$ cat src/hhq_pkg.sv
// ----------------------------------------------------------------------------
// hhq_pkg
// Shared types and constants for the hash history queue.
// ----------------------------------------------------------------------------
package hhq_pkg;

    localparam int KEY_W         = 64;
    localparam int COUNT_W       = 7;
    localparam int LIMIT_W       = 6;
    localparam int CMD_W         = 2;
    localparam int DEPTH_DEFAULT = 64;
    localparam int OUT_TDATA_W   = 72;

    localparam logic [LIMIT_W-1:0] LIMIT_RESET = 6'd63;

    localparam logic [CMD_W-1:0] CMD_ADD            = 2'd0;
    localparam logic [CMD_W-1:0] CMD_REMOVE_ONE     = 2'd1;
    localparam logic [CMD_W-1:0] CMD_REMOVE_THROUGH = 2'd2;

    typedef enum logic [1:0] {
        ST_IDLE,
        ST_SEARCH,
        ST_SHIFT,
        ST_FINISH
    } state_t;

    typedef struct packed {
        logic               found;
        logic [KEY_W-1:0]   key;
        logic [COUNT_W-1:0] count;
    } result_t;

endpackage

$ cat src/hash_history_queue.sv
// ----------------------------------------------------------------------------
// hash_history_queue
// Ordered history of 64-bit message hashes, oldest first, with add,
// remove-one and remove-through-first-match commands.
// ----------------------------------------------------------------------------
//  Channel   Dir  Ports                 Contents
//  s_axis    in   tdata[63:0]           key
//                 tuser[1:0]            command
//  m_axis    out  tdata[63:0]           key_out
//                 tdata[70:64]          count (bit 71 is zero)
//                 tuser[0]              found
//  cfg       in   cfg_data[5:0]         history_limit
//
// An add or unused command goes from acceptance straight to the finish state, which offers the result.
// A remove scans the store one RAM read per cycle up to the first match, then
// a remove-one closes the gap by moving each later entry down one place, one
// entry per cycle. A new command is taken while the previous result waits in
// the output register. The entry RAM needs no clearing; the block is ready
// right after reset, which clears the count and head pointer and sets the
// limit to 63.
// ----------------------------------------------------------------------------
module hash_history_queue #(
    parameter int DEPTH = hhq_pkg::DEPTH_DEFAULT
) (
    input  logic                              clk,
    input  logic                              rst_n,
    input  logic                              s_axis_tvalid,
    output logic                              s_axis_tready,
    input  logic [hhq_pkg::KEY_W-1:0]         s_axis_tdata,  // key
    input  logic [hhq_pkg::CMD_W-1:0]         s_axis_tuser,  // command
    output logic                              m_axis_tvalid,
    input  logic                              m_axis_tready,
    output logic [hhq_pkg::OUT_TDATA_W-1:0]   m_axis_tdata,  // key_out, count, zero pad
    output logic [0:0]                        m_axis_tuser,  // found
    input  logic                              cfg_valid,
    output logic                              cfg_ready,
    input  logic [hhq_pkg::LIMIT_W-1:0]       cfg_data       // history_limit
);

    localparam int AW = $clog2(DEPTH);

    logic                        res_valid;
    logic                        res_ready;
    hhq_pkg::result_t            res;
    logic                        ram_we;
    logic [AW-1:0]               ram_waddr;
    logic [hhq_pkg::KEY_W-1:0]   ram_wdata;
    logic                        ram_re;
    logic [AW-1:0]               ram_raddr;
    logic [hhq_pkg::KEY_W-1:0]   ram_rdata;

    hhq_ram #(
        .WIDTH (hhq_pkg::KEY_W),
        .DEPTH (DEPTH)
    ) u_ram (
        .clk   (clk),
        .we    (ram_we),
        .waddr (ram_waddr),
        .wdata (ram_wdata),
        .re    (ram_re),
        .raddr (ram_raddr),
        .rdata (ram_rdata)
    );

    hhq_engine #(
        .DEPTH (DEPTH)
    ) u_engine (
        .clk       (clk),
        .rst_n     (rst_n),
        .cfg_valid (cfg_valid),
        .cfg_ready (cfg_ready),
        .cfg_data  (cfg_data),
        .in_valid  (s_axis_tvalid),
        .in_ready  (s_axis_tready),
        .in_cmd    (s_axis_tuser),
        .in_key    (s_axis_tdata),
        .res_valid (res_valid),
        .res_ready (res_ready),
        .res       (res),
        .ram_we    (ram_we),
        .ram_waddr (ram_waddr),
        .ram_wdata (ram_wdata),
        .ram_re    (ram_re),
        .ram_raddr (ram_raddr),
        .ram_rdata (ram_rdata)
    );

    hhq_out_stage u_out (
        .clk           (clk),
        .rst_n         (rst_n),
        .res_valid     (res_valid),
        .res_ready     (res_ready),
        .res           (res),
        .m_axis_tvalid (m_axis_tvalid),
        .m_axis_tready (m_axis_tready),
        .m_axis_tdata  (m_axis_tdata),
        .m_axis_tuser  (m_axis_tuser)
    );

endmodule

$ cat src/hhq_ram.sv
// ----------------------------------------------------------------------------
// hhq_ram
// Generic simple dual-port RAM: one write port, one read port, registered read.
// ----------------------------------------------------------------------------
module hhq_ram #(
    parameter int WIDTH = 64,
    parameter int DEPTH = 64
) (
    input  logic                     clk,
    input  logic                     we,
    input  logic [$clog2(DEPTH)-1:0] waddr,
    input  logic [WIDTH-1:0]         wdata,
    input  logic                     re,
    input  logic [$clog2(DEPTH)-1:0] raddr,
    output logic [WIDTH-1:0]         rdata
);

    logic [WIDTH-1:0] mem [DEPTH];
    logic [WIDTH-1:0] rdata_reg;

    always_ff @(posedge clk)
    begin
        if (we)
        begin
            mem[waddr] <= wdata;
        end
        if (re)
        begin
            rdata_reg <= mem[raddr];
        end
    end

    assign rdata = rdata_reg;

endmodule

$ cat src/hhq_engine.sv
// ----------------------------------------------------------------------------
// hhq_engine
// Command sequencer: circular buffer pointers, linear search and compaction
// sweep over the entry RAM, and the history limit register.
// ----------------------------------------------------------------------------
module hhq_engine #(
    parameter int DEPTH = hhq_pkg::DEPTH_DEFAULT
) (
    input  logic                            clk,
    input  logic                            rst_n,
    // Configuration write
    input  logic                            cfg_valid,
    output logic                            cfg_ready,
    input  logic [hhq_pkg::LIMIT_W-1:0]     cfg_data,
    // Command input
    input  logic                            in_valid,
    output logic                            in_ready,
    input  logic [hhq_pkg::CMD_W-1:0]       in_cmd,
    input  logic [hhq_pkg::KEY_W-1:0]       in_key,
    // Result toward the output stage
    output logic                            res_valid,
    input  logic                            res_ready,
    output hhq_pkg::result_t                res,
    // Entry RAM
    output logic                            ram_we,
    output logic [$clog2(DEPTH)-1:0]        ram_waddr,
    output logic [hhq_pkg::KEY_W-1:0]       ram_wdata,
    output logic                            ram_re,
    output logic [$clog2(DEPTH)-1:0]        ram_raddr,
    input  logic [hhq_pkg::KEY_W-1:0]       ram_rdata
);

    localparam int AW = $clog2(DEPTH);
    localparam int CW = $clog2(DEPTH + 1);
    localparam logic [CW-1:0] CNT_ONE  = CW'(1);
    localparam logic [CW-1:0] CNT_FULL = CW'(DEPTH);

    hhq_pkg::state_t state_reg, state_next;

    logic [AW-1:0]                 head_reg, head_next;
    logic [CW-1:0]                 cnt_reg, cnt_next;
    logic [hhq_pkg::LIMIT_W-1:0]   limit_reg;
    logic [hhq_pkg::CMD_W-1:0]     cmd_reg, cmd_next;
    logic [hhq_pkg::KEY_W-1:0]     key_reg, key_next;
    logic                          found_reg, found_next;
    logic [CW-1:0]                 idx_reg, idx_next;
    logic [CW-1:0]                 cmp_idx_reg, cmp_idx_next;
    logic                          pend_reg, pend_next;

    logic in_fire;
    logic issue;
    logic hit;
    logic evict;
    logic shift_more;

    // Logical position to physical RAM address, modulo the depth.
    function automatic logic [AW-1:0] phys(input logic [AW-1:0] base,
                                           input logic [CW-1:0] off);
        logic [CW:0] sum;
        sum = (CW+1)'(base) + (CW+1)'(off);
        if (sum >= (CW+1)'(DEPTH))
        begin
            sum = sum - (CW+1)'(DEPTH);
        end
        return sum[AW-1:0];
    endfunction

    assign cfg_ready = 1'b1;
    assign in_ready  = (state_reg == hhq_pkg::ST_IDLE);
    assign in_fire   = in_valid && in_ready;
    assign issue     = (idx_reg < cnt_reg);
    assign hit       = pend_reg && (ram_rdata == key_reg);
    assign evict     = (32'(cnt_reg) > 32'(limit_reg)) || (cnt_reg == CNT_FULL);
    assign shift_more = (cmp_idx_reg + CNT_ONE) < cnt_reg;

    // Next state
    always_comb
    begin
        state_next = state_reg;
        case (state_reg)
            hhq_pkg::ST_IDLE:
            begin
                if (in_fire)
                begin
                    if (in_cmd == hhq_pkg::CMD_REMOVE_ONE ||
                        in_cmd == hhq_pkg::CMD_REMOVE_THROUGH)
                    begin
                        state_next = hhq_pkg::ST_SEARCH;
                    end
                    else
                    begin
                        state_next = hhq_pkg::ST_FINISH;
                    end
                end
            end
            hhq_pkg::ST_SEARCH:
            begin
                if (hit)
                begin
                    if (cmd_reg == hhq_pkg::CMD_REMOVE_ONE && shift_more)
                    begin
                        state_next = hhq_pkg::ST_SHIFT;
                    end
                    else
                    begin
                        state_next = hhq_pkg::ST_FINISH;
                    end
                end
                else if (!pend_reg && !issue)
                begin
                    state_next = hhq_pkg::ST_FINISH;
                end
            end
            hhq_pkg::ST_SHIFT:
            begin
                if (!pend_reg && !issue)
                begin
                    state_next = hhq_pkg::ST_FINISH;
                end
            end
            hhq_pkg::ST_FINISH:
            begin
                if (res_ready)
                begin
                    state_next = hhq_pkg::ST_IDLE;
                end
            end
            default:
            begin
                state_next = hhq_pkg::ST_IDLE;
            end
        endcase
    end

    // Datapath and RAM control
    always_comb
    begin
        head_next    = head_reg;
        cnt_next     = cnt_reg;
        cmd_next     = cmd_reg;
        key_next     = key_reg;
        found_next   = found_reg;
        idx_next     = idx_reg;
        cmp_idx_next = cmp_idx_reg;
        pend_next    = 1'b0;
        ram_we       = 1'b0;
        ram_waddr    = phys(head_reg, cnt_reg);
        ram_wdata    = in_key;
        ram_re       = 1'b0;
        ram_raddr    = phys(head_reg, idx_reg);
        res_valid    = 1'b0;
        case (state_reg)
            hhq_pkg::ST_IDLE:
            begin
                if (in_fire)
                begin
                    cmd_next   = in_cmd;
                    key_next   = in_key;
                    found_next = 1'b0;
                    idx_next   = '0;
                    if (in_cmd == hhq_pkg::CMD_ADD)
                    begin
                        // With an eviction the new tail lands on the old head
                        // plus the old count, so the address is the same.
                        ram_we = 1'b1;
                        if (evict)
                        begin
                            head_next = phys(head_reg, CNT_ONE);
                        end
                        else
                        begin
                            cnt_next = cnt_reg + CNT_ONE;
                        end
                    end
                end
            end
            hhq_pkg::ST_SEARCH:
            begin
                if (hit)
                begin
                    found_next = 1'b1;
                    if (cmd_reg == hhq_pkg::CMD_REMOVE_THROUGH)
                    begin
                        head_next = phys(head_reg, cmp_idx_reg + CNT_ONE);
                        cnt_next  = cnt_reg - (cmp_idx_reg + CNT_ONE);
                    end
                    else if (shift_more)
                    begin
                        idx_next = cmp_idx_reg + CNT_ONE;
                    end
                    else
                    begin
                        cnt_next = cnt_reg - CNT_ONE;
                    end
                end
                else if (issue)
                begin
                    ram_re       = 1'b1;
                    idx_next     = idx_reg + CNT_ONE;
                    cmp_idx_next = idx_reg;
                    pend_next    = 1'b1;
                end
            end
            hhq_pkg::ST_SHIFT:
            begin
                // Read entry idx while the entry read last cycle moves down one.
                if (issue)
                begin
                    ram_re       = 1'b1;
                    idx_next     = idx_reg + CNT_ONE;
                    cmp_idx_next = idx_reg;
                    pend_next    = 1'b1;
                end
                if (pend_reg)
                begin
                    ram_we    = 1'b1;
                    ram_waddr = phys(head_reg, cmp_idx_reg - CNT_ONE);
                    ram_wdata = ram_rdata;
                end
                if (!pend_reg && !issue)
                begin
                    cnt_next = cnt_reg - CNT_ONE;
                end
            end
            hhq_pkg::ST_FINISH:
            begin
                res_valid = 1'b1;
            end
            default:
            begin
                pend_next = 1'b0;
            end
        endcase
    end

    assign res.found = found_reg;
    assign res.key   = key_reg;
    assign res.count = hhq_pkg::COUNT_W'(cnt_reg);

    always_ff @(posedge clk or negedge rst_n)
    begin
        if (!rst_n)
        begin
            state_reg <= hhq_pkg::ST_IDLE;
            head_reg  <= '0;
            cnt_reg   <= '0;
            limit_reg <= hhq_pkg::LIMIT_RESET;
            pend_reg  <= 1'b0;
            idx_reg   <= '0;
        end
        else
        begin
            state_reg <= state_next;
            head_reg  <= head_next;
            cnt_reg   <= cnt_next;
            pend_reg  <= pend_next;
            idx_reg   <= idx_next;
            if (cfg_valid && cfg_ready)
            begin
                limit_reg <= cfg_data;
            end
        end
    end

    always_ff @(posedge clk)
    begin
        cmd_reg     <= cmd_next;
        key_reg     <= key_next;
        found_reg   <= found_next;
        cmp_idx_reg <= cmp_idx_next;
    end

    a_count_bound: assert property (@(posedge clk) disable iff (!rst_n)
        cnt_reg <= CNT_FULL)
        else $error("entry count exceeds the depth");

    a_no_rw_collision: assert property (@(posedge clk) disable iff (!rst_n)
        (ram_we && ram_re) |-> (ram_waddr != ram_raddr))
        else $error("compaction writes the entry it is reading");

    a_add_found_clear: assert property (@(posedge clk) disable iff (!rst_n)
        (state_reg == hhq_pkg::ST_FINISH && found_reg) |->
        (cmd_reg == hhq_pkg::CMD_REMOVE_ONE || cmd_reg == hhq_pkg::CMD_REMOVE_THROUGH))
        else $error("found reported for a command that does not remove");

    a_add_nonempty: assert property (@(posedge clk) disable iff (!rst_n)
        (state_reg == hhq_pkg::ST_FINISH && cmd_reg == hhq_pkg::CMD_ADD) |->
        (cnt_reg != '0))
        else $error("store empty after an add");

    // A remove-one that still has entries to move shrinks the count only
    // once the compaction sweep has finished.
    a_remove_shrinks: assert property (@(posedge clk) disable iff (!rst_n)
        (state_reg == hhq_pkg::ST_SEARCH && hit &&
         (cmd_reg == hhq_pkg::CMD_REMOVE_THROUGH || !shift_more))
        |=> (cnt_reg < $past(cnt_reg)))
        else $error("a removal left the count unchanged");

endmodule

$ cat src/hhq_out_stage.sv
// ----------------------------------------------------------------------------
// hhq_out_stage
// Output register: holds one result transaction and packs it for the stream.
// ----------------------------------------------------------------------------
module hhq_out_stage (
    input  logic                              clk,
    input  logic                              rst_n,
    input  logic                              res_valid,
    output logic                              res_ready,
    input  hhq_pkg::result_t                  res,
    output logic                              m_axis_tvalid,
    input  logic                              m_axis_tready,
    output logic [hhq_pkg::OUT_TDATA_W-1:0]   m_axis_tdata,
    output logic [0:0]                        m_axis_tuser
);

    logic             valid_reg;
    hhq_pkg::result_t data_reg;

    // A new result may load whenever the register is empty or draining.
    assign res_ready = !valid_reg || m_axis_tready;

    always_ff @(posedge clk or negedge rst_n)
    begin
        if (!rst_n)
        begin
            valid_reg <= 1'b0;
        end
        else if (res_ready)
        begin
            valid_reg <= res_valid;
        end
    end

    always_ff @(posedge clk)
    begin
        if (res_ready && res_valid)
        begin
            data_reg <= res;
        end
    end

    assign m_axis_tvalid = valid_reg;
    assign m_axis_tdata  = {1'b0, data_reg.count, data_reg.key};
    assign m_axis_tuser  = data_reg.found;

endmodule

$ cat config.mk
export PLATFORM = sky130hd
export DESIGN_NAME = hash_history_queue
export DESIGN_NICKNAME = d
export VERILOG_FILES = /design/src/hhq_pkg.sv /design/src/hash_history_queue.sv /design/src/hhq_ram.sv /design/src/hhq_engine.sv /design/src/hhq_out_stage.sv
export SDC_FILE = /design/constraint.sdc
export NUM_CORES = 2
export LEC_CHECK = 0
export BUFFER_PORTS_ARGS = -buffer_cell sky130_fd_sc_hd__buf_2
export CORE_ASPECT_RATIO = 0.75
export CORE_MARGIN = 5
export CORE_UTILIZATION = 40
export DETAILED_ROUTE_END_ITERATION = 10
export GPL_ROUTABILITY_DRIVEN = 0
export GPL_TIMING_DRIVEN = 0
export HOLD_SLACK_MARGIN = 0.05
export PLACE_DENSITY = 0.65
export SLEW_MARGIN = 10
export SYNTH_ARGS = -nofsm -noshare
export SYNTH_HDL_FRONTEND = slang
export SYNTH_SLANG_ARGS = --single-unit
$ cat constraint.sdc
create_clock -name clk -period 7.9 [get_ports clk]
set_input_delay 0.395 -clock clk [delete_from_list [all_inputs] [get_ports clk]]
set_output_delay 0.395 -clock clk [all_outputs]
set_load 0.05 [all_outputs]
# Yosys cells after proc, flatten, opt, wreduce, memory -nomap -nowiden
# Memory sizes are Yosys's and may differ from the RTL's. A register that Yosys moved wholly into a read port is not among the register bits.
# Cells that the tools add are included.
[classes]
reduce_logical = 23
eq_ne = 21
n_mux = 52
n_addsub = 16
magnitude_cmp = 8
[op_table]
columns = ["op", "n"]
rows = [
  ["2-to-1 mux 64 bit", 2],
  ["2-to-1 mux 7 bit", 14],
  ["2-to-1 mux 6 bit", 12],
  ["== test 64 bit", 1],
  ["one-hot mux 7 bit (3 select lines)", 2],
  ["adder 6 x 7 -> 8 bit", 4],
  ["greater-or-equal comparator 8 x 7 -> 1 bit, second input constant", 4],
  ["subtractor 6 x 1 -> 6 bit, second input constant", 5],
  ["adder 7 x 1 -> 7 bit, second input constant", 3],
  ["< comparator 7 bit", 2],
  ["one-hot mux 7 bit (2 select lines)", 1],
  ["subtractor 7 x 1 -> 7 bit, second input constant", 2],
  ["one-hot mux 6 bit (2 select lines)", 1],
  ["2-to-1 mux 1 bit", 11],
  ["2-to-1 mux 2 bit", 5],
  ["!= test 2 bit, second input constant", 5],
  ["!= test 3 bit, second input constant", 3],
  ["== test 2 bit, second input constant", 4],
  ["!= test 2 x 1 -> 1 bit, second input constant", 4],
  ["one-hot mux 2 bit (4 select lines)", 1],
  ["adder 6 x 1 -> 7 bit, second input constant", 1],
  ["== test 7 bit, second input constant", 1],
  ["greater-or-equal comparator 7 bit, second input constant", 1],
  ["> comparator 7 x 6 -> 1 bit", 1],
  ["other kinds (14)", 30],
]
[word_totals]
ram_bits = 4096
register_bits = 176
elab_cells = 135
inputBits = 77
out_inout_bits = 76
n_memories = 1
[mem_list]
columns = ["memory", "depth", "width", "read_ports", "rd_ports_with_merged_regs", "write_ports", "line_no", "source"]
rows = [
  ["u_ram.mem", 64, 64, 1, 1, 1, "hhq_ram.sv:18", "logic [WIDTH-1:0] mem [DEPTH];"],
]

# Logic depth before layout (Yosys ltp)
[logic_depth]
ltp_word = 7
depth_mapped = 13
mapped_depth_nobuf = 12

# Hierarchy
# Synthesis repeated with hierarchy kept, for this count alone.
[hier_totals]
cells_unflattened = 7364
hier_area_um2 = 166533.5
[by_module_without_submodules]
columns = ["mod", "area_each_um2", "seq_area_each_um2", "cells_per_inst", "instances"]
rows = [
  ["hhq_ram", 156989.3, 124919.8, 6598, 1],
  ["hhq_engine", 7317.0, 2955.3, 688, 1],
  ["hhq_out_stage", 2227.1, 2187.1, 78, 1],
]

# Worst setup path after synthesis
# Ideal clock, no wire load.
[synth_path]
path_type = "reg-to-reg"
from = "reg u_engine.state_reg[0]"
to = "mem u_ram.mem[36][0] (enable)"
t_arrival_ps = 8231
setup_time_ps = 564
path_stages_with_launch = 10
path_buffers = 1
period_less_slack_ps = 8795
path_slack_ps = -895
path_cell_list = "dfrtp_1 inv_1 ha_1 clkbuf_1 and2_1 nand2_1 or3_1 o21ai_0 nand2_1 nor3_1"
[synth_via]
elab_chain_len = 6
[synth_rtl]
columns = ["element", "line_no", "source"]
rows = [
  ["start: declaration", "hhq_engine.sv:38", "hhq_pkg::state_t state_reg, state_next;"],
  ["start signal: assignment", "hhq_engine.sv:244", "state_reg <= hhq_pkg::ST_IDLE;"],
  ["start signal: assignment", "hhq_engine.sv:253", "state_reg <= state_next;"],
  ["logical NOT 2 bit (*)", "hhq_engine.sv:69", "assign in_ready = (state_reg == hhq_pkg::ST_IDLE);"],
  ["via s_axis_tready", "hash_history_queue.sv:28", "output logic s_axis_tready,"],
  ["logical AND 1 bit", "hhq_engine.sv:70", "assign in_fire = in_valid && in_ready;"],
  ["2-to-1 mux 1 bit", "hhq_engine.sv:155", "if (in_fire)"],
  ["one-hot mux 1 bit (2 select lines) (*)", "hhq_engine.sv:152", "case (state_reg)"],
  ["2-to-1 mux 1 bit (*)", "hhq_ram.sv:23", "if (we)"],
  ["2-to-1 mux 1 bit (not written as such) (*)", "hhq_ram.sv:25", "mem[waddr] <= wdata;"],
  ["end: declaration", "hhq_ram.sv:18", ""],
]
# The timed path passes the listed nets; every way through them passes the cells marked *.

# Final worst setup path
[layout_path]
from = "reg u_engine.idx_reg[1]"
to = "reg u_ram.rdata_reg[63] (netlist: u_ram.rdata[63]), read port of u_ram.mem, data pin"
[layout_via]
elab_chain_len = 4
[layout_rtl]
columns = ["element", "line_no", "source"]
rows = [
  ["start: declaration", "hhq_engine.sv:46", "logic [CW-1:0] idx_reg, idx_next;"],
  ["start signal: assignment", "hhq_engine.sv:257", "idx_reg <= idx_next;"],
  ["parallel branches: the longest is 4 deep, another holds adder 6 x 7 -> 8 bit", "n/a", ""],
  ["end: declaration", "hhq_ram.sv:19", "logic [WIDTH-1:0] rdata_reg;"],
]
# Several ways; the timed one is not identified.
# A chain may end at the register's enable or synchronous reset.

==> results.json <==
{
  "post-dp-hpwl_um": 335000,
  "r2r-end": "u_ram.rdata[63]",
  "synth_edf_count": 4306,
  "ys_ff_latch": 4336,
  "post-route-min-period_ns": 6.21,
  "cts_sinks": 4336,
  "slowest_delay_ns": 1.04,
  "p_total_uw": 83300,
  "slowest_stage": "xnor2_1",
  "worstReg2RegStart": "u_engine.idx_reg[1]",
  "rsz0062_at_grt": "false",
  "maxSlewHeadroom": 0.0972,
  "hold_path_class": "in -> reg",
  "tightest_slew_ns": 1.34,
  "synthArstFlopShare": 0.00692,
  "vias": 83903,
  "synth.area.mux_share": 0.177,
  "regMostFlops": "u_ram.mem",
  "crit_chain": "ha_1 > a21o_1 > a21oi_1 > xnor2_1 > buf_2 > buf_2 > buf_1 > mux4_2 > mux2i_1 > a21oi_1",
  "finalMaxSlewViolations": 0,
  "rows": 205,
  "cts_tree": "built",
  "ys_warn_count": 0,
  "synth_ff_type": "edfxtp_1",
  "min-delay-start": "s_axis_tdata[50]",
  "reg2regPathDepth": 10,
  "core_um2": 416000,
  "seq_area_frac_synth": 0.778,
  "htree_levels": 5,
  "ys_types": 70,
  "largest_reg_flops": 4096,
  "firstDrtPassIters": 7,
  "fmax_mhz": 161,
  "die-area_um2": 431000,
  "crit_fanout": 11,
  "fp.dieW_um": 756,
  "outcome": "completed",
  "crit_family": "buffers and inverters",
  "cts_buffers": 404,
  "io_buffers": 150,
  "cts.repair.resized": 0,
  "drc": 0,
  "overflow": 0,
  "synth_compound_area_frac": 0.0114,
  "finClkSkew_ns": 0.0720,
  "num-nets-final": 8164,
  "syn_nets": 7149,
  "grt_pass1_wl_um": 654000,
  "num_io_pins": 153,
  "synth_xor_area_frac": 0.00435,
  "max-vdd-ir-drop_mv": 0.301,
  "fin_tns_setup_ns": 0,
  "clock_path_buffers": 4,
  "power.leakage_uw": 0.0617,
  "stdcell_count": 13981,
  "syn_avg_cell_area_um2": 23.8,
  "required_ns": 8.65,
  "drt-initial-drc-count": 13506,
  "hold_end": "u_engine.key_reg[50]",
  "drive_gt1_frac": 0.323,
  "routed_wl_um": 475000,
  "worst_ep_arrival_time_ns": 6.96,
  "synth-simple-area-share": 0.0137,
  "holdPathStages": 2,
  "drt-wirelength-per-cell_um": 34.0,
  "yosys.area_share.adder": 0.00434,
  "grt_antenna_before_repair": 29,
  "finalHoldViolCount": 0,
  "critPathKind": "reg -> reg",
  "drtAntennaViolNets": 0,
  "grt_util_all_layers": 0.216,
  "mappedNetlistArea_um2": 167000,
  "die_h_um": 570,
  "synth_top_family_by_area": "multiplexers",
  "synthCells": 7017,
  "dp_cells": 13124,
  "cts-root-buf": "clkbuf_16",
  "fin_crit_sh": 0.787,
  "clk_latency_ns": 1.03,
  "initial_core_util": 0.402,
  "setup_viol": 0,
  "powerDensity_nw_per_um2": 424,
  "critPathBufInv": 3,
  "area_growth_pct": 17.6,
  "grt_max_degree": 64,
  "worstSetupStartpointType": "register",
  "cap_violations": 0,
  "grt_pass1_vias": 81965,
  "end_kind": "register",
  "clkTransAtPathRegs_ns": 0.07,
  "viasPerCell": 6.00,
  "r2r_slack_ns": 1.69
}
## synth_stat cells, types with 6 or more instances
library cell,n,share of area
nor2_1,86,0.0019
nand3_1,15,0.00045
clkbuf_1,181,0.0041
a211oi_1,70,0.0031
nand4_1,20,0.00075
buf_6,7,0.00047
dfrtp_1,24,0.0036
dfstp_2,6,0.00094
buf_2,124,0.0037
a31oi_1,7,0.00026
a21oi_1,95,0.0028
buf_1,21,0.00047
edfxtp_1,4306,0.77
inv_1,45,0.0010
mux2i_1,72,0.0043
mux4_2,1280,0.17
o211ai_1,7,0.00031
nand2b_1,9,0.00034
xor2_1,9,0.00047
nor3_1,24,0.00072
a21o_1,15,0.00067
a22o_1,7,0.00037
nor2b_1,81,0.0030
o21a_1,6,0.00027
o21ai_0,25,0.00075
buf_4,22,0.00099
a22oi_1,6,0.00027
ha_1,50,0.0037
xnor2_1,74,0.0039
and3_1,7,0.00026
nand2_1,230,0.0052
## power by group
part,internal (uW),switching [uW]
clock network,11300,8670
logic,14800,20300
registers,27600,748
## stage by stage
stage / setup WS [ns] / instance area (um^2) / hold slack (ns) / util
after global routing: 1.66 / 197000 / 0.0892 / 0.472
after CTS: 1.78 / 197000 / 0.0717 / 0.472
after global placement: -10.09 / 175000 / 0.443 / 0.421
after floorplan: -0.895 / 167000 / 0.0994 / -
final: 1.69 / 197000 / 0.118 / 0.473
after detailed placement: 1.78 / 182000 / 0.441 / 0.438
## layout by cell type (no fill, tap or decap), drive strengths merged, types with 20 or more instances in the layout
master,Yosys,layout
ha,50,50
edfxtp,4306,4306
mux4,1280,1280
clkinv,0,190
inv,45,53
nand2,231,231
mux2i,72,72
diode,0,26
dlygate4sd3,0,90
nor2,86,86
clkbuf,181,661
a211oi,70,70
a21oi,95,95
nor2b,81,81
xnor2,74,74
buf,174,693
dfrtp,24,24
nand4,20,20
bufinv,0,54
nor3,24,24
o21ai,26,26
## worst max path at each step
stage | from | end | slack, ns | cells after the start
after floorplan | u_engine.state_reg[0] | u_ram.mem[36][0] | -0.90 | 9
after global placement | u_engine.state_reg[0] | u_ram.mem[2][40] | -10.09 | 9
after detailed placement | u_engine.head_reg[0] | u_ram.rdata[11] | 1.78 | 11
after CTS | u_engine.head_reg[0] | u_ram.rdata[11] | 1.78 | 11
after global routing | u_engine.cmp_idx_reg[0] | u_ram.mem[32][51] | 1.66 | 17
final | u_engine.idx_reg[1] | u_ram.rdata[63] | 1.69 | 10
## what timing repair did
| action | CTS | global route |
|---|---|---|
| setup buffers | 0 | 0 |
| endpoints found under the setup margin | 0 | 0 |
| hold buffers | 91 | 0 |
| hold endpoints to repair | 283 | 0 |
## final cells by class
cell class / count / area (um^2)
clock buffers: 480 / 10400
multi-input cells: 2281 / 36000
flip-flops and latches: 4336 / 130000
well taps: 5589 / 6990
inverters: 45 / 169
plain buffers: 355 / 1650
fillers: 33143 / 219000
repair buffers: 609 / 8170
clock inverters: 260 / 3060
diodes: 26 / 65.1
## cells by family after synthesis
kind of cell    count (synthesis)
buf+inv                       400
fa+ha+maj                      55
simple gates                  496
mux                          1360
flops                        4336
other cells                     2
xor+xnor                       83
compound gates                285
## layer usage
metal | part of all wire | up-vias | global-route usage
met2 | 0.44 | 5764 | 0.316
met1 | 0.39 | 45083 | 0.307
met4 | 0.040 | 14 | 0.0754
met5 | 0.00055 | - | 0.00290
li1 | - | 32160 | -
met3 | 0.13 | 882 | 0.0686
Power figures use the tool's default switching activity.
